==> src/indentation_aware_tokenizer_core_macros.svh <==
// Assertion macros shared by the tokenizer RTL.
// Depends on nothing; included by the modules that carry assertions.
`ifndef INDENTATION_AWARE_TOKENIZER_CORE_MACROS_SVH
`define INDENTATION_AWARE_TOKENIZER_CORE_MACROS_SVH

// Same-cycle implication, disabled during reset.
`define IATOK_ASSERT_IMP(label, clk, rst_n, ante, cons, msg) \
    label: assert property (@(posedge clk) disable iff (!rst_n) (ante) |-> (cons)) \
        else $error(msg);

// Next-cycle implication, disabled during reset.
`define IATOK_ASSERT_NEXT(label, clk, rst_n, ante, cons, msg) \
    label: assert property (@(posedge clk) disable iff (!rst_n) (ante) |=> (cons)) \
        else $error(msg);

`endif

==> src/iatok_pkg.sv <==
// Shared types, token kinds, character codes and keyword lookup for the tokenizer.
// Used by the controller, the datapath and the top level.
package iatok_pkg;

    localparam logic [4:0] KIND_BYTE     = 5'd0;
    localparam logic [4:0] KIND_EOF      = 5'd1;
    localparam logic [4:0] KIND_NEWLINE  = 5'd2;
    localparam logic [4:0] KIND_INDENT   = 5'd3;
    localparam logic [4:0] KIND_DEDENT   = 5'd4;
    localparam logic [4:0] KIND_LPAREN   = 5'd5;
    localparam logic [4:0] KIND_RPAREN   = 5'd6;
    localparam logic [4:0] KIND_PLUS     = 5'd7;
    localparam logic [4:0] KIND_STAR     = 5'd8;
    localparam logic [4:0] KIND_ASSIGN   = 5'd9;
    localparam logic [4:0] KIND_GT       = 5'd10;
    localparam logic [4:0] KIND_GTE      = 5'd11;
    localparam logic [4:0] KIND_INT      = 5'd12;
    localparam logic [4:0] KIND_IDENT    = 5'd13;
    localparam logic [4:0] KIND_STRING   = 5'd14;
    localparam logic [4:0] KIND_ERROR    = 5'd15;
    localparam logic [4:0] KIND_KEYWORD0 = 5'd16;

    localparam logic [7:0] ERR_CHAR    = 8'd0;
    localparam logic [7:0] ERR_UNTERM  = 8'd1;
    localparam logic [7:0] ERR_ESC_EOF = 8'd2;
    localparam logic [7:0] ERR_BAD_ESC = 8'd3;
    localparam logic [7:0] ERR_TAB     = 8'd4;
    localparam logic [7:0] ERR_STEP    = 8'd5;
    localparam logic [7:0] ERR_DEDENT  = 8'd6;
    localparam logic [7:0] ERR_FULL    = 8'd7;

    localparam logic [7:0] CH_NUL    = 8'h00;
    localparam logic [7:0] CH_TAB    = 8'h09;
    localparam logic [7:0] CH_LF     = 8'h0A;
    localparam logic [7:0] CH_CR     = 8'h0D;
    localparam logic [7:0] CH_SPACE  = 8'h20;
    localparam logic [7:0] CH_QUOTE  = 8'h22;
    localparam logic [7:0] CH_HASH   = 8'h23;
    localparam logic [7:0] CH_LPAREN = 8'h28;
    localparam logic [7:0] CH_RPAREN = 8'h29;
    localparam logic [7:0] CH_STAR   = 8'h2A;
    localparam logic [7:0] CH_PLUS   = 8'h2B;
    localparam logic [7:0] CH_EQUAL  = 8'h3D;
    localparam logic [7:0] CH_GT     = 8'h3E;
    localparam logic [7:0] CH_BSLASH = 8'h5C;
    localparam logic [7:0] CH_LOW_N  = 8'h6E;
    localparam logic [7:0] CH_LOW_T  = 8'h74;

    localparam logic [4:0] MAX_RESULTS = 5'd20;
    localparam logic [3:0] STEP_RESET  = 4'd4;

    localparam int NUM_KEYWORDS = 12;
    localparam logic [47:0] KW_TEXT [NUM_KEYWORDS] = '{
        48'h000061746175, 48'h000062617275, 48'h000062696c6f, 48'h62756c69616e,
        48'h63616c69616b, 48'h000064617269, 48'h66756e677369, 48'h00696e64616b,
        48'h000000006a6f, 48'h73616d706169, 48'h73696d70616e, 48'h756e7475616b
    };
    localparam logic [2:0] KW_LEN [NUM_KEYWORDS] = '{
        3'd4, 3'd4, 3'd4, 3'd6, 3'd6, 3'd4, 3'd6, 3'd5, 3'd2, 3'd6, 3'd6, 3'd6
    };

    typedef enum logic [2:0] {
        OP_IDLE, OP_PRE, OP_ICMP, OP_POP, OP_DED, OP_BODY, OP_EOT, OP_FLUSH
    } t_op;

    typedef enum logic [1:0] {
        ROUTE_DONE, ROUTE_INDENT, ROUTE_BODY, ROUTE_EOT
    } t_route;

    typedef struct packed {
        t_op  op;
        logic go;
        logic accept;
    } t_dp_cmd;

    typedef struct packed {
        t_route route;
        logic   can_go;
        logic   pend_valid;
        logic   indent_lt;
        logic   pop_more;
        logic   npop_zero;
        logic   npop_one;
        logic   byte_zero;
        logic   eot_more;
    } t_dp_stat;

    function automatic logic is_digit(input logic [7:0] c);
        return (c >= 8'h30) && (c <= 8'h39);
    endfunction

    function automatic logic is_alpha(input logic [7:0] c);
        return ((c >= 8'h61) && (c <= 8'h7A)) || ((c >= 8'h41) && (c <= 8'h5A))
            || (c == 8'h5F);
    endfunction

    function automatic logic [4:0] keyword_kind(input logic [47:0] buf_in,
                                                input logic [2:0] len);
        logic [4:0] k;
        k = KIND_IDENT;
        for (int i = 0; i < NUM_KEYWORDS; i++) begin
            if ((len == KW_LEN[i]) && (buf_in == KW_TEXT[i])) begin
                k = KIND_KEYWORD0 + 5'(i);
            end
        end
        return k;
    endfunction

endpackage

==> src/iatok_ctrl.sv <==
// Sequencing controller of the tokenizer: walks each accepted byte through its phases.
// Depends on iatok_pkg and the assertion macro header.
`include "indentation_aware_tokenizer_core_macros.svh"

module iatok_ctrl (
    input  logic               i_clk,
    input  logic               i_rst_n,
    input  logic               i_valid,
    output logic               o_ready,
    input  iatok_pkg::t_dp_stat i_stat,
    output iatok_pkg::t_dp_cmd  o_cmd
);
    import iatok_pkg::*;

    typedef enum logic [2:0] {
        S_IDLE, S_PRE, S_ICMP, S_POP, S_DED, S_BODY, S_EOT, S_FLUSH
    } t_state;

    t_state r_state, n_state;
    logic   r_ready;
    t_op    w_op;

    always_comb begin
        n_state = r_state;
        case (r_state)
            S_IDLE: begin
                if (i_valid && r_ready) n_state = S_PRE;
            end
            S_PRE: begin
                if (i_stat.can_go) begin
                    case (i_stat.route)
                        ROUTE_INDENT: n_state = S_ICMP;
                        ROUTE_BODY:   n_state = S_BODY;
                        ROUTE_EOT:    n_state = S_EOT;
                        default:      n_state = S_FLUSH;
                    endcase
                end
            end
            S_ICMP: begin
                if (i_stat.can_go) n_state = i_stat.indent_lt ? S_POP : S_BODY;
            end
            S_POP: begin
                if (i_stat.can_go && !i_stat.pop_more) begin
                    n_state = i_stat.npop_zero ? S_BODY : S_DED;
                end
            end
            S_DED: begin
                if (i_stat.can_go && i_stat.npop_one) n_state = S_BODY;
            end
            S_BODY: begin
                if (i_stat.can_go) n_state = i_stat.byte_zero ? S_EOT : S_FLUSH;
            end
            S_EOT: begin
                if (i_stat.can_go && !i_stat.eot_more) n_state = S_FLUSH;
            end
            S_FLUSH: begin
                if (i_stat.can_go) n_state = S_IDLE;
            end
            default: n_state = S_IDLE;
        endcase
    end

    always_comb begin
        case (r_state)
            S_PRE:   w_op = OP_PRE;
            S_ICMP:  w_op = OP_ICMP;
            S_POP:   w_op = OP_POP;
            S_DED:   w_op = OP_DED;
            S_BODY:  w_op = OP_BODY;
            S_EOT:   w_op = OP_EOT;
            S_FLUSH: w_op = OP_FLUSH;
            default: w_op = OP_IDLE;
        endcase
    end

    always_ff @(posedge i_clk) begin
        if (!i_rst_n) begin
            r_state <= S_IDLE;
            r_ready <= 1'b1;
        end else begin
            r_state <= n_state;
            r_ready <= (n_state == S_IDLE);
        end
    end

    assign o_ready      = r_ready;
    assign o_cmd.op     = w_op;
    assign o_cmd.go     = i_stat.can_go && (r_state != S_IDLE);
    assign o_cmd.accept = i_valid && r_ready;

    // Every result of a byte has left the holding slot before the next byte is taken.
    `IATOK_ASSERT_IMP(a_idle_no_pending, i_clk, i_rst_n, r_state == S_IDLE, !i_stat.pend_valid, "result still pending while idle")

endmodule

==> src/iatok_dp.sv <==
// Tokenizer datapath: scan state, position counters, indentation stack and result registers.
// Depends on iatok_pkg and the assertion macro header.
`include "indentation_aware_tokenizer_core_macros.svh"

module iatok_dp #(
    parameter int INDENT_DEPTH = 16
) (
    input  logic                i_clk,
    input  logic                i_rst_n,
    input  iatok_pkg::t_dp_cmd  i_cmd,
    output iatok_pkg::t_dp_stat o_stat,
    input  logic [7:0]          i_source_byte,
    input  logic                i_cfg_we,
    input  logic [3:0]          i_cfg_data,
    output logic                o_valid,
    input  logic                i_ready,
    output logic [4:0]          o_kind,
    output logic [7:0]          o_detail,
    output logic [15:0]         o_line_number,
    output logic [15:0]         o_column_number,
    output logic                o_last
);
    import iatok_pkg::*;

    localparam int DW = $clog2(INDENT_DEPTH + 1);
    localparam int IW = $clog2(INDENT_DEPTH);

    typedef enum logic [3:0] {
        M_LINE, M_LINECMT, M_BODY, M_CMT, M_INT, M_IDENT, M_GT, M_STR, M_ESC
    } t_mode;

    typedef struct packed {
        logic [4:0]  kind;
        logic [7:0]  detail;
        logic [15:0] line;
        logic [15:0] col;
    } t_result;

    t_mode         r_mode, n_mode;
    logic [7:0]    r_byte;
    logic [7:0]    r_lead, n_lead;
    logic [15:0]   r_line, n_line, r_col, n_col;
    logic [47:0]   r_buf, n_buf;
    logic [2:0]    r_len, n_len;
    logic [15:0]   r_oline, n_oline, r_ocol, n_ocol;
    logic [DW-1:0] r_depth, n_depth;
    logic [DW-1:0] r_npop, n_npop;
    logic [3:0]    r_step;
    logic [4:0]    r_rcount;
    logic [7:0]    r_levels [INDENT_DEPTH];

    logic          r_pend_valid, r_out_valid, r_out_last;
    t_result       r_pend, r_out, w_new;

    logic          w_emit, w_push;
    t_route        w_route;
    logic [7:0]    c;
    logic [15:0]   w_nline, w_ncol;
    logic [IW-1:0] w_top_idx;
    logic [7:0]    w_top, w_diff;
    logic          w_can_go, w_do_emit, w_load_out, w_flush;

    assign c         = r_byte;
    assign w_top_idx = IW'(r_depth - DW'(1));
    assign w_top     = (w_top_idx == '0) ? 8'd0 : r_levels[w_top_idx];
    assign w_diff    = r_lead - w_top;

    // Position after consuming the held byte.
    always_comb begin
        if (c == CH_LF) begin
            w_nline = (r_line != 16'hFFFF) ? r_line + 16'd1 : r_line;
            w_ncol  = 16'd1;
        end else begin
            w_nline = r_line;
            w_ncol  = (r_col != 16'hFFFF) ? r_col + 16'd1 : r_col;
        end
    end

    always_comb begin
        n_mode   = r_mode;
        n_lead   = r_lead;
        n_line   = r_line;
        n_col    = r_col;
        n_buf    = r_buf;
        n_len    = r_len;
        n_oline  = r_oline;
        n_ocol   = r_ocol;
        n_depth  = r_depth;
        n_npop   = r_npop;
        w_push   = 1'b0;
        w_emit   = 1'b0;
        w_route  = ROUTE_DONE;
        w_new.kind   = KIND_BYTE;
        w_new.detail = 8'd0;
        w_new.line   = r_line;
        w_new.col    = r_col;
        case (i_cmd.op)
            OP_PRE: begin
                case (r_mode)
                    M_LINE: begin
                        if (c == CH_SPACE) begin
                            n_col = w_ncol;
                            if (r_lead != 8'hFF) n_lead = r_lead + 8'd1;
                        end else if (c == CH_LF) begin
                            n_line = w_nline;
                            n_col  = w_ncol;
                            w_emit = 1'b1;
                            w_new.kind = KIND_NEWLINE;
                            w_new.line = w_nline;
                            w_new.col  = w_ncol;
                            n_lead = 8'd0;
                        end else if (c == CH_HASH) begin
                            n_col  = w_ncol;
                            n_mode = M_LINECMT;
                        end else if (c == CH_NUL) begin
                            w_route = ROUTE_EOT;
                        end else if (c == CH_TAB) begin
                            n_col  = w_ncol;
                            w_emit = 1'b1;
                            w_new.kind   = KIND_ERROR;
                            w_new.detail = ERR_TAB;
                            w_new.col    = w_ncol;
                            n_mode = M_BODY;
                        end else begin
                            w_route = ROUTE_INDENT;
                        end
                    end
                    M_LINECMT, M_CMT: begin
                        if (c == CH_NUL) begin
                            w_route = ROUTE_EOT;
                        end else begin
                            n_line = w_nline;
                            n_col  = w_ncol;
                            if (c == CH_LF) begin
                                w_emit = 1'b1;
                                w_new.kind = KIND_NEWLINE;
                                w_new.line = w_nline;
                                w_new.col  = w_ncol;
                                n_mode = M_LINE;
                                n_lead = 8'd0;
                            end
                        end
                    end
                    M_INT: begin
                        w_emit = 1'b1;
                        if (is_digit(c)) begin
                            n_col = w_ncol;
                            w_new.detail = c;
                            w_new.col    = w_ncol;
                        end else begin
                            w_new.kind = KIND_INT;
                            w_route    = ROUTE_BODY;
                        end
                    end
                    M_IDENT: begin
                        w_emit = 1'b1;
                        if (is_alpha(c) || is_digit(c)) begin
                            n_col = w_ncol;
                            w_new.detail = c;
                            w_new.col    = w_ncol;
                            if (r_len < 3'd6) n_buf = {r_buf[39:0], c};
                            if (r_len < 3'd7) n_len = r_len + 3'd1;
                        end else begin
                            w_new.kind = keyword_kind(r_buf, r_len);
                            w_route    = ROUTE_BODY;
                        end
                    end
                    M_GT: begin
                        w_emit = 1'b1;
                        if (c == CH_EQUAL) begin
                            n_col = w_ncol;
                            w_new.kind = KIND_GTE;
                            w_new.col  = w_ncol;
                            n_mode = M_BODY;
                        end else begin
                            w_new.kind = KIND_GT;
                            w_route    = ROUTE_BODY;
                        end
                    end
                    M_STR: begin
                        if (c == CH_NUL || c == CH_LF) begin
                            w_emit = 1'b1;
                            w_new.kind   = KIND_ERROR;
                            w_new.detail = ERR_UNTERM;
                            w_route = (c == CH_NUL) ? ROUTE_EOT : ROUTE_BODY;
                        end else begin
                            n_col = w_ncol;
                            w_new.line = r_oline;
                            w_new.col  = r_ocol;
                            if (c == CH_BSLASH) begin
                                n_mode = M_ESC;
                            end else if (c == CH_QUOTE) begin
                                w_emit = 1'b1;
                                w_new.kind = KIND_STRING;
                                n_mode = M_BODY;
                            end else begin
                                w_emit = 1'b1;
                                w_new.detail = c;
                            end
                        end
                    end
                    M_ESC: begin
                        w_emit = 1'b1;
                        if (c == CH_NUL) begin
                            w_new.kind   = KIND_ERROR;
                            w_new.detail = ERR_ESC_EOF;
                            w_route = ROUTE_EOT;
                        end else begin
                            n_col  = w_ncol;
                            n_mode = M_STR;
                            w_new.line = r_oline;
                            w_new.col  = r_ocol;
                            if (c == CH_LOW_N) begin
                                w_new.detail = CH_LF;
                            end else if (c == CH_LOW_T) begin
                                w_new.detail = CH_TAB;
                            end else if (c == CH_QUOTE || c == CH_BSLASH) begin
                                w_new.detail = c;
                            end else begin
                                w_new.kind   = KIND_ERROR;
                                w_new.detail = ERR_BAD_ESC;
                                w_new.line   = r_line;
                                w_new.col    = w_ncol;
                                n_mode = M_BODY;
                            end
                        end
                    end
                    default: w_route = ROUTE_BODY;
                endcase
            end
            OP_ICMP: begin
                n_npop = '0;
                if (r_lead > w_top) begin
                    w_emit = 1'b1;
                    if (w_diff != {4'd0, r_step}) begin
                        w_new.kind   = KIND_ERROR;
                        w_new.detail = ERR_STEP;
                    end else if (r_depth >= DW'(INDENT_DEPTH)) begin
                        w_new.kind   = KIND_ERROR;
                        w_new.detail = ERR_FULL;
                    end else begin
                        w_push  = 1'b1;
                        n_depth = r_depth + DW'(1);
                        w_new.kind = KIND_INDENT;
                    end
                end
            end
            OP_POP: begin
                if ((r_depth > DW'(1)) && (r_lead < w_top)) begin
                    n_depth = r_depth - DW'(1);
                    n_npop  = r_npop + DW'(1);
                end else if (r_lead != w_top) begin
                    w_emit = 1'b1;
                    w_new.kind   = KIND_ERROR;
                    w_new.detail = ERR_DEDENT;
                end
            end
            OP_DED: begin
                w_emit = 1'b1;
                w_new.kind = KIND_DEDENT;
                n_npop = r_npop - DW'(1);
            end
            OP_BODY: begin
                n_mode = M_BODY;
                if (c != CH_NUL) begin
                    n_line = w_nline;
                    n_col  = w_ncol;
                    w_new.line = w_nline;
                    w_new.col  = w_ncol;
                    if (c == CH_SPACE || c == CH_CR) begin
                        n_mode = M_BODY;
                    end else if (c == CH_HASH) begin
                        n_mode = M_CMT;
                    end else if (c == CH_LF) begin
                        w_emit = 1'b1;
                        w_new.kind = KIND_NEWLINE;
                        n_mode = M_LINE;
                        n_lead = 8'd0;
                    end else if (c == CH_QUOTE) begin
                        n_oline = w_nline;
                        n_ocol  = w_ncol;
                        n_mode  = M_STR;
                    end else if (is_digit(c)) begin
                        w_emit = 1'b1;
                        w_new.detail = c;
                        n_mode = M_INT;
                    end else if (is_alpha(c)) begin
                        w_emit = 1'b1;
                        w_new.detail = c;
                        n_buf  = {40'd0, c};
                        n_len  = 3'd1;
                        n_mode = M_IDENT;
                    end else if (c == CH_GT) begin
                        n_mode = M_GT;
                    end else begin
                        w_emit = 1'b1;
                        if (c == CH_LPAREN)      w_new.kind = KIND_LPAREN;
                        else if (c == CH_RPAREN) w_new.kind = KIND_RPAREN;
                        else if (c == CH_PLUS)   w_new.kind = KIND_PLUS;
                        else if (c == CH_STAR)   w_new.kind = KIND_STAR;
                        else if (c == CH_EQUAL)  w_new.kind = KIND_ASSIGN;
                        else begin
                            w_new.kind   = KIND_ERROR;
                            w_new.detail = ERR_CHAR;
                        end
                    end
                end
            end
            OP_EOT: begin
                w_emit = 1'b1;
                if (r_depth > DW'(1)) begin
                    n_depth = r_depth - DW'(1);
                    w_new.kind = KIND_DEDENT;
                end else begin
                    w_new.kind = KIND_EOF;
                    n_mode = M_LINE;
                    n_lead = 8'd0;
                end
            end
            default: begin
                w_emit = 1'b0;
            end
        endcase
    end

    // A result waits in the holding slot until the next one, or the end of the byte,
    // tells whether it is the last of its byte.
    assign w_can_go   = !r_pend_valid || !r_out_valid || i_ready;
    assign w_do_emit  = i_cmd.go && w_emit && (r_rcount < MAX_RESULTS);
    assign w_flush    = i_cmd.go && (i_cmd.op == OP_FLUSH) && r_pend_valid;
    assign w_load_out = (w_do_emit && r_pend_valid) || w_flush;

    always_ff @(posedge i_clk) begin
        if (!i_rst_n) begin
            r_mode       <= M_LINE;
            r_lead       <= 8'd0;
            r_line       <= 16'd1;
            r_col        <= 16'd1;
            r_buf        <= 48'd0;
            r_len        <= 3'd0;
            r_oline      <= 16'd0;
            r_ocol       <= 16'd0;
            r_depth      <= DW'(1);
            r_npop       <= '0;
            r_step       <= STEP_RESET;
            r_rcount     <= 5'd0;
            r_pend_valid <= 1'b0;
            r_out_valid  <= 1'b0;
        end else begin
            if (i_cfg_we) r_step <= i_cfg_data;
            if (i_cmd.accept) r_rcount <= 5'd0;
            if (i_cmd.go) begin
                r_mode  <= n_mode;
                r_lead  <= n_lead;
                r_line  <= n_line;
                r_col   <= n_col;
                r_buf   <= n_buf;
                r_len   <= n_len;
                r_oline <= n_oline;
                r_ocol  <= n_ocol;
                r_depth <= n_depth;
                r_npop  <= n_npop;
            end
            if (w_do_emit) begin
                r_rcount     <= r_rcount + 5'd1;
                r_pend_valid <= 1'b1;
            end else if (w_flush) begin
                r_pend_valid <= 1'b0;
            end
            if (w_load_out) begin
                r_out_valid <= 1'b1;
            end else if (r_out_valid && i_ready) begin
                r_out_valid <= 1'b0;
            end
        end
    end

    always_ff @(posedge i_clk) begin
        if (i_cmd.accept) r_byte <= i_source_byte;
        if (i_cmd.go && w_push) r_levels[IW'(r_depth)] <= r_lead;
        if (w_do_emit) r_pend <= w_new;
        if (w_load_out) begin
            r_out      <= r_pend;
            r_out_last <= w_flush;
        end
    end

    assign o_stat.route      = w_route;
    assign o_stat.can_go     = w_can_go;
    assign o_stat.pend_valid = r_pend_valid;
    assign o_stat.indent_lt  = r_lead < w_top;
    assign o_stat.pop_more   = (r_depth > DW'(1)) && (r_lead < w_top);
    assign o_stat.npop_zero  = (r_npop == '0);
    assign o_stat.npop_one   = (r_npop == DW'(1));
    assign o_stat.byte_zero  = (r_byte == CH_NUL);
    assign o_stat.eot_more   = (r_depth > DW'(1));

    assign o_valid         = r_out_valid;
    assign o_kind          = r_out.kind;
    assign o_detail        = r_out.detail;
    assign o_line_number   = r_out.line;
    assign o_column_number = r_out.col;
    assign o_last          = r_out_last;

    `IATOK_ASSERT_IMP(a_depth_range, i_clk, i_rst_n, 1'b1, (r_depth != '0) && (r_depth <= DW'(INDENT_DEPTH)), "indentation depth out of range")
    `IATOK_ASSERT_NEXT(a_push_grows, i_clk, i_rst_n, i_cmd.go && w_push, r_depth == ($past(r_depth) + DW'(1)), "push did not grow the stack")
    `IATOK_ASSERT_IMP(a_result_limit, i_clk, i_rst_n, 1'b1, r_rcount <= MAX_RESULTS, "result count above limit")

endmodule

==> src/indentation_aware_tokenizer_core.sv <==
// Top level of the indentation-aware tokenizer: controller plus datapath.
// Depends on iatok_pkg, iatok_ctrl and iatok_dp.
//
// Source bytes enter one at a time on the i_valid/o_ready channel (byte 0 ends the text) and
// tokens leave on o_valid/i_ready, each with line, column and a last flag on the final
// result of its byte. The block works on one byte at a time: an accepted byte passes the
// pre-scan, the indentation compare, pop and dedent steps, the code scan, the end-of-text
// step and the flush as it needs them before the next ready. The result sequencer produces
// one result per cycle while the output is not stalled; a dedent run pops the levels, then
// emits one dedent per popped level, and end of text one per open level. indent_step is to
// be written through i_cfg_we/i_cfg_data while the block is idle; the block does not enforce it.
module indentation_aware_tokenizer_core #(
    parameter int INDENT_DEPTH = 16
) (
    input  logic        i_clk,
    input  logic        i_rst_n,
    input  logic        i_valid,
    output logic        o_ready,
    input  logic [7:0]  i_source_byte,
    output logic        o_valid,
    input  logic        i_ready,
    output logic [4:0]  o_kind,
    output logic [7:0]  o_detail,
    output logic [15:0] o_line_number,
    output logic [15:0] o_column_number,
    output logic        o_last,
    input  logic        i_cfg_we,
    input  logic [3:0]  i_cfg_data
);
    import iatok_pkg::*;

    t_dp_cmd  w_cmd;
    t_dp_stat w_stat;

    iatok_ctrl u_ctrl (
        .i_clk   (i_clk),
        .i_rst_n (i_rst_n),
        .i_valid (i_valid),
        .o_ready (o_ready),
        .i_stat  (w_stat),
        .o_cmd   (w_cmd)
    );

    iatok_dp #(
        .INDENT_DEPTH (INDENT_DEPTH)
    ) u_dp (
        .i_clk           (i_clk),
        .i_rst_n         (i_rst_n),
        .i_cmd           (w_cmd),
        .o_stat          (w_stat),
        .i_source_byte   (i_source_byte),
        .i_cfg_we        (i_cfg_we),
        .i_cfg_data      (i_cfg_data),
        .o_valid         (o_valid),
        .i_ready         (i_ready),
        .o_kind          (o_kind),
        .o_detail        (o_detail),
        .o_line_number   (o_line_number),
        .o_column_number (o_column_number),
        .o_last          (o_last)
    );

endmodule
==> config.mk <==
export PLATFORM = sky130hd
export DESIGN_NAME = indentation_aware_tokenizer_core
export DESIGN_NICKNAME = d
export VERILOG_FILES = /design/src/iatok_pkg.sv /design/src/iatok_ctrl.sv /design/src/iatok_dp.sv /design/src/indentation_aware_tokenizer_core.sv
export VERILOG_INCLUDE_DIRS = /design/src /design/src/src
export SDC_FILE = /design/constraint.sdc
export NUM_CORES = 1
export LEC_CHECK = 0
export BUFFER_PORTS_ARGS = -buffer_cell sky130_fd_sc_hd__buf_2
export CAP_MARGIN = 15
export CORE_UTILIZATION = 57
export CTS_CLUSTER_SIZE = 16
export DETAILED_ROUTE_END_ITERATION = 8
export GPL_ROUTABILITY_DRIVEN = 0
export HOLD_SLACK_MARGIN = 0.03
export PLACE_DENSITY_LB_ADDON = 0.12
export SYNTH_ARGS = -nofsm -noshare
export SYNTH_HDL_FRONTEND = slang
export SYNTH_SLANG_ARGS = --single-unit
==> constraint.sdc <==
create_clock -name i_clk -period 6.3 [get_ports i_clk]
set_input_delay 1.26 -clock i_clk [delete_from_list [all_inputs] [get_ports i_clk]]
set_output_delay 1.26 -clock i_clk [all_outputs]
set_load 0.05 [all_outputs]
== Word-level counts from Yosys, hierarchy flattened ==
Memory sizes are Yosys's and may differ from the RTL's.
Cells that the tools add are included.

* Register bits after elaboration: 251
* Memory bits (writable): 128
* Input bits: 17
* Output and inout bits: 48
* Word-level logic and storage cells: 442
* Memories: 1

{| class="wikitable"
|+ Memories
! name !! depth !! width !! read ports !! clocked after memory_dff !! write ports !! RTL line !! RTL
|-
| u_dp.r_levels || 16 || 8 || 1 || 0 || 1 || iatok_dp.sv:50 || <nowiki>logic [7:0] r_levels [INDENT_DEPTH];</nowiki>
|}

* Add/subtract/negate cells: 10
* Order comparisons: 13
* Equality and inequality tests: 94
* Muxes and demuxes: 226
* Bitwise operators: 3
* Reduce and logical (&&, ||, !) cells: 69

{| class="wikitable"
|+ Operators with widths
! operator !! number
|-
| 48-bit two-way mux || 10
|-
| 16-bit two-way mux || 21
|-
| 48-bit by 47-bit == test with 1-bit output, second input constant || 6
|-
| 32-bit two-way mux || 7
|-
| 48-bit by 31-bit == test with 1-bit output, second input constant || 4
|-
| 5-bit two-way mux || 32
|-
| 8-bit two-way mux || 19
|-
| 13-bit two-way mux || 11
|-
| 16-bit case mux with 7 select lines || 1
|-
| 4-bit two-way mux || 26
|-
| 16-bit case mux with 2 select lines || 3
|-
| 16-bit case mux with 6 select lines || 1
|-
| 48-bit case mux with 2 select lines || 1
|-
| 45-bit two-way mux || 2
|-
| 8-bit by 6-bit == test with 1-bit output, second input constant || 9
|-
| 3-bit two-way mux || 24
|-
| 16-bit case mux with 4 select lines || 1
|-
| 32-bit case mux with 2 select lines || 1
|-
| 48-bit by 15-bit == test with 1-bit output, second input constant || 1
|-
| 48-bit by 39-bit == test with 1-bit output, second input constant || 1
|-
| 8-bit case mux with 5 select lines || 1
|-
| 12-bit two-way mux || 3
|-
| 1-bit two-way mux || 35
|-
| 5-bit case mux with 7 select lines || 1
|-
| other kinds (76) || 194
|}

== Longest topological paths before layout ==
* Word-level depth: 17
* Depth in mapped cells: 19
* Depth with buffers taken out: 16

== Hierarchy ==
From an unflattened synthesis, not the netlist that was laid out.

* Cell total of the unflattened synthesis: 1975
* Area total of the unflattened synthesis: 20126.8 µm²

{| class="wikitable"
|+ Modules (own cells, without submodules)
! module !! instances !! cells an instance !! area an instance (µm²) !! seq. area each (µm²)
|-
| iatok_dp || 1 || 1933 || 19774.0 || 9779.4
|-
| iatok_ctrl || 1 || 42 || 352.8 || 80.1
|}

== Least setup slack after synthesis ==
No wires, ideal clock.

* Path type: flip-flop to flip-flop
* Start: register u_dp.r_depth[0]
* End: register u_dp.r_out, in the netlist u_dp.o_column_number[0] (enable)
* Setup time: 0.403 ns
* Arrival: 6.075 ns
* Data required time: 5.897 ns
* Path slack: -0.178 ns
* Stages on the path, launching flop included: 18
* Buffers on the path: 4
* Clock period less this slack: 6.478 ns
* Cell sequence: dfxtp_1 clkbuf_1 buf_1 inv_1 ha_1 clkbuf_1 clkbuf_1 mux4_2 a221o_1 ha_1 fa_1 nor2b_1 o21a_1 o21bai_1 a21boi_0 o41ai_4 inv_4 a21o_1

* Word-level cells in the longest chain between the ends: 11
* Elaborated cells between the ends (all ways): 17
* Those cells by class: 1 x add/sub; 3 x order compare; 1 x eq/ne; 5 x mux; 6 x reduce/logical; 1 x memory

{| class="wikitable"
|+ RTL lines
! element !! RTL line !! RTL
|-
| start, declared || iatok_dp.sv:46 || <nowiki>logic [DW-1:0] r_depth, n_depth;</nowiki>
|-
| start signal, assigned || iatok_dp.sv:361 || <nowiki>r_depth <= n_depth;</nowiki>
|-
| 5-bit by 1-bit subtractor with 5-bit output || - ||
|-
| memory read 16 x 8 bit or 4-bit logical NOT (tied branches) || - ||
|-
| 8-bit two-way mux || iatok_dp.sv:65 || <nowiki>assign w_top = (w_top_idx == '0) ? 8'd0 : r_levels[w_top_idx];</nowiki>
|-
| 8-bit less-than comparator or 8-bit inequality test (tied branches) || iatok_dp.sv:249, iatok_dp.sv:252 ||
|-
| 1-bit logical AND or 1-bit two-way mux (tied branches) || iatok_dp.sv:249, iatok_dp.sv:252 ||
|-
| 1-bit two-way mux || iatok_dp.sv:249 || <nowiki>if ((r_depth > DW'(1)) && (r_lead < w_top)) begin</nowiki>
|-
| 1-bit case mux with 5 select lines (*) || iatok_dp.sv:97 || <nowiki>case (i_cmd.op)</nowiki>
|-
| 1-bit logical AND (*) (2 in a row) || iatok_dp.sv:329 || <nowiki>assign w_do_emit = i_cmd.go && w_emit && (r_rcount < MAX_RESULTS);</nowiki>
|-
| named net u_dp.w_do_emit || iatok_dp.sv:61 || <nowiki>logic w_can_go, w_do_emit, w_load_out, w_flush;</nowiki>
|-
| 1-bit logical AND (*) || iatok_dp.sv:331 || <nowiki>assign w_load_out = (w_do_emit && r_pend_valid) || w_flush;</nowiki>
|-
| 1-bit logical OR (*) || iatok_dp.sv:331 ||
|-
| named net u_dp.w_load_out || iatok_dp.sv:61 ||
|-
| end signal, assigned || iatok_dp.sv:383 || <nowiki>r_out <= r_pend;</nowiki>
|-
| end, declared || iatok_dp.sv:53 || <nowiki>t_result r_pend, r_out, w_new;</nowiki>
|}

Mark *: on every way through the listed nets, which the timed path passes. The rest lies on a longest branch.
A chain may end at the register's enable or synchronous reset.

== Worst setup path after layout ==
* Start: register u_dp.r_depth[1]
* End: memory u_dp.r_levels[4][3] (enable)

* Word-level cells in the longest chain between the ends: 11
* Elaborated cells between the ends (all ways): 15
* Those cells by class: 2 x add/sub; 2 x order compare; 1 x eq/ne; 7 x mux; 2 x reduce/logical; 1 x memory

{| class="wikitable"
|+ RTL lines
! element !! RTL line !! RTL
|-
| 5-bit by 1-bit subtractor with 5-bit output || - ||
|-
| memory read 16 x 8 bit or 4-bit logical NOT (tied branches) || - ||
|-
| 8-bit two-way mux || iatok_dp.sv:65 ||
|-
| 8-bit subtractor || iatok_dp.sv:66 || <nowiki>assign w_diff = r_lead - w_top;</nowiki>
|-
| 8-bit by 4-bit inequality test with 1-bit output || iatok_dp.sv:235 || <nowiki>if (w_diff != {4'd0, r_step}) begin</nowiki>
|-
| 1-bit two-way mux || iatok_dp.sv:235 ||
|-
| 1-bit two-way mux || iatok_dp.sv:233 || <nowiki>if (r_lead > w_top) begin</nowiki>
|-
| 1-bit two-way mux || iatok_dp.sv:97 ||
|-
| 1-bit logical AND || iatok_dp.sv:380 || <nowiki>if (i_cmd.go && w_push) r_levels[IW'(r_depth)] <= r_lead;</nowiki>
|-
| 1-bit two-way mux || iatok_dp.sv:380 ||
|-
| 1-bit two-way mux (not written as such) || iatok_dp.sv:380 ||
|-
| end, declared || iatok_dp.sv:50 ||
|}

Several ways; a longest one is shown, not always the timed one.

==> out/results.tsv <==
metric	value	unit
status	finished, final reports clean	
synthCells	2059	
holdPathEnd	u_dp.o_column_number[3]	
antenna_cells	0	
clk_latency	0.58	ns
final-setup-viol-count	0	
vdd_drop_max	0.227	mV
vias	17700	
drv_cap	0	
worstPathRequired	6.53	ns
synth_cell_types	92	
syn_to_final_growth	10.0	%
cts_setup_buffers	0	
cts-root-buf	clkbuf_16	
place_hpwl	41400	um
drive_gt1_share	12.2	%
crit_path_max_incr_delay	0.78	ns
yosysTopAreaCellShare	33.8	%
grt.overflow.total	0	
slowest_stage	nor4_1	
p_leak	7.42	nW
yosysSeqAreaShare	48.9	%
crit_type	reg -> reg	
mappedNetlistArea	0.0202	mm^2
synth-edff-count	227	
clock_path_buffers	3	
powerDensity	372	mW/mm^2
fin_nets	2102	
drtIter0Drc	2526	
reg2reg_from	u_dp.r_depth[1]	
crit_family	simple AND/OR/NAND/NOR gates	
fp.dieH	190	um
worst-path-max-fanout	16	
yosys_register_bits	379	
num_rows	68	
max_freq	168	MHz
synth-main-ff-cell	edfxtp_1	
arrival	6.18	ns
drt_wl_total	60600	um
cts_buffers	41	
drt_pass1_iterations	7	
tritoncts	done	
tightest_slew	1.14	ns
worst_setup_path_end_kind	register	
grt_pass1_wl	94200	um
holdWs	0.414	ns
r2r_slack	0.35	ns
r2r_end	u_dp.r_levels[4][3]	
synth.net_count	2101	
grtUsageTotal	33.8	%
antenna_found_initial	0	
utilization	64.0	%
ant_nets	0	
maxSlewViolCount	0	
yosys.area.top_type	edfxtp_1	
portBuffers	64	
grt_max_degree	96	
rsz0062_at_grt	yes	
skew	0.0141	ns
holdPathStages	0	
cp.buffers_inverters	2	
synthTopCellsByArea	edfxtp_1, dfxtp_1, nand2_1	
fp.coreArea	0.0346	mm^2
die_w	190	um
drc_errors	0	
min_path_type	reg -> reg	
io_pins	65	
die_area	0.0361	mm^2
grt_pass1_vias	16200	
max-slew-margin-rel	24.1	%
viasPerCell	6.94	
reg2regPathDepth	14	
finalCritPeriodShare	94.5	%
hp-start	u_dp.r_pend[3]	
cp-startpoint	u_dp.r_depth[1]	
hold_viol	0	
cts.sinks	379	
clkTransAtPathRegs	0.06	ns
initial_utilization	58.2	%
worstSetupStartpointType	register	
htreeDepth	2	
synth_warnings	0	
avgRoutedWirePerCell	23.8	um
post-route-min-period	5.95	ns
worstPathCellList	inv_1 -> ha_1 -> buf_4 -> mux4_2 -> a221o_1 -> ha_1 -> fa_1 -> nor2b_1 -> o21a_1 -> o221ai_1 -> a2111oi_0 -> nand3_1 -> nor4_1 -> and2_1	
synthArstFlopShare	0	%
crit_top_cell	ha_1	
avgSynthCellArea	9.79	um^2
==> layer usage <==
metal / track usage, % / vias up / share of wire, %
li1: - / 7911 / -
met1: 47.4 / 8410 / 40
met2: 49.7 / 1190 / 44
met3: 9.92 / 173 / 12
met4: 11.8 / 0 / 3.2
met5: 0 / - / 0
==> layout by cell type, fill, tap and decap left out, types with 10 or more instances in the layout <==
master     synthesis  routed
nand4b_1          10      10
or3_1             12      12
nand2b_1          22      22
mux2i_1           14      14
ha_1              24      24
nand3_1          106     106
xnor2_1           18      18
inv_1             31      30
xor2_1            21      21
or4_1             14      14
a221oi_1          17      17
a21oi_1          134     134
a31oi_1           29      29
a211oi_1          33      33
o221ai_1          18      18
o2111ai_1         10      10
nor3_1            47      46
a221o_1           12      12
nand2_1          238     238
mux4_2            32      32
and2_1            28      28
buf_4              1      40
clkbuf_16          0      42
and4_1            11      11
o21a_1            14      14
nor2b_1           18      18
edfxtp_1         227     227
dfxtp_1          152     151
buf_2              6      64
nor4_1            29      29
nor2_1           135     133
o22ai_1           15      15
o21ai_0          142     142
o31ai_1           13      13
a22oi_1           19      19
o211ai_1          17      17
and3_1            31      31
nand4_1           36      36
==> cells in the mapped netlist, types with 13 or more instances <==
cell type / n
a211oi_1: 33
a21oi_1: 134
a221oi_1: 17
a22oi_1: 19
a31oi_1: 29
and2_1: 28
and3_1: 31
buf_1: 14
clkbuf_1: 126
dfxtp_1: 152
edfxtp_1: 227
ha_1: 24
inv_1: 31
mux2i_1: 14
mux4_2: 32
nand2_1: 238
nand2b_1: 22
nand3_1: 106
nand4_1: 36
nor2_1: 135
nor2b_1: 18
nor3_1: 47
nor4_1: 29
o211ai_1: 17
o21a_1: 14
o21ai_0: 142
o221ai_1: 18
o22ai_1: 15
o31ai_1: 13
or4_1: 14
xnor2_1: 18
xor2_1: 21
==> worst max-delay path by stage <==
stage / to / depth (start not counted)
after floorplan: u_dp.o_column_number[0] / 17
after global placement: u_dp.r_levels[15][2] / 13
after detailed placement: u_dp.r_levels[15][4] / 13
after CTS: u_dp.r_levels[4][2] / 13
after global routing: u_dp.r_levels[4][2] / 14
final: u_dp.r_levels[4][3] / 14
==> metrics by stage <==
stage               power [mW]  instance area, um^2  cells  setup WS (ns)  TNS [ns]
floorplan                 4.91                20200   2059          0.210         0
global placement          5.67                20800   2470          0.533         0
detailed placement        5.72                20800   2470          0.403         0
CTS                       8.14                22100   2545          0.305         0
global route              8.56                22200   2547        -0.0273    -0.725
finish                    8.24                22200   2547          0.346         0
==> flip-flops by register name (all words and copies together) (netlist names), 4 cells and up <==
signal / count
u_dp.r_levels: 128
u_dp.r_buf: 48
u_dp.r_pend: 45
u_dp.o_column_number: 16
u_dp.o_line_number: 16
u_dp.r_col: 16
u_dp.r_line: 16
u_dp.r_ocol: 16
u_dp.r_oline: 16
u_dp.c: 8
u_dp.o_detail: 8
u_dp.r_lead: 8
u_dp.o_kind: 5
u_dp.r_depth: 5
u_dp.r_npop: 5
u_dp.r_rcount: 5
u_dp.r_mode: 4
u_dp.r_step: 4
==> kinds of logic after synthesis <==
| group | count (synthesis) | synth area share (%) |
|---|---|---|
| buffers and inverters | 180 | 3.42 |
| multiplexers | 52 | 4.61 |
| AO/OA/AOI/OAI | 583 | 19.4 |
| AND/OR/NAND/NOR | 801 | 20.4 |
| flip-flops | 379 | 48.9 |
| adder cells (fa/ha/maj) | 25 | 1.59 |
| XOR/XNOR | 39 | 1.69 |
==> cell type report <==
class | instances | area, um^2
clock buffer | 50 | 1090
inverter | 33 | 126
timing repair buffer | 105 | 641
sequential | 379 | 9860
tap | 455 | 569
multi-input combinational | 1500 | 9630
fill | 2786 | 12500
clock inverter | 25 | 262
==> worst reg2reg max path, stage by stage (launching register included) <==
cell       delay (ns)
dfxtp_1          0.44
inv_1            0.15
ha_1             0.60
buf_4            0.33
mux4_2           0.36
a221o_1          0.36
ha_1             0.25
fa_1             0.44
nor2b_1          0.14
o21a_1           0.19
o221ai_1         0.13
a2111oi_0        0.55
nand3_1          0.42
nor4_1           0.78
and2_1           0.48
==> what timing repair did <==
action                     in CTS  in global routing
hold endpoints to repair        0                  0
setup endpoints to repair       0                128
hold buffers                    0                  0
gates resized for setup         0                  1
==> power breakdown <==
group | leakage [nW] | total, mW | internal, mW | switching [mW]
logic | 3.43 | 2.68 | 0.818 | 1.86
clock network | 0.661 | 2.43 | 1.41 | 1.02
registers | 3.32 | 3.13 | 2.85 | 0.276
total | 7.42 | 8.24 | 5.08 | 3.16
No activity file was read; power rests on OpenSTA's default activity.
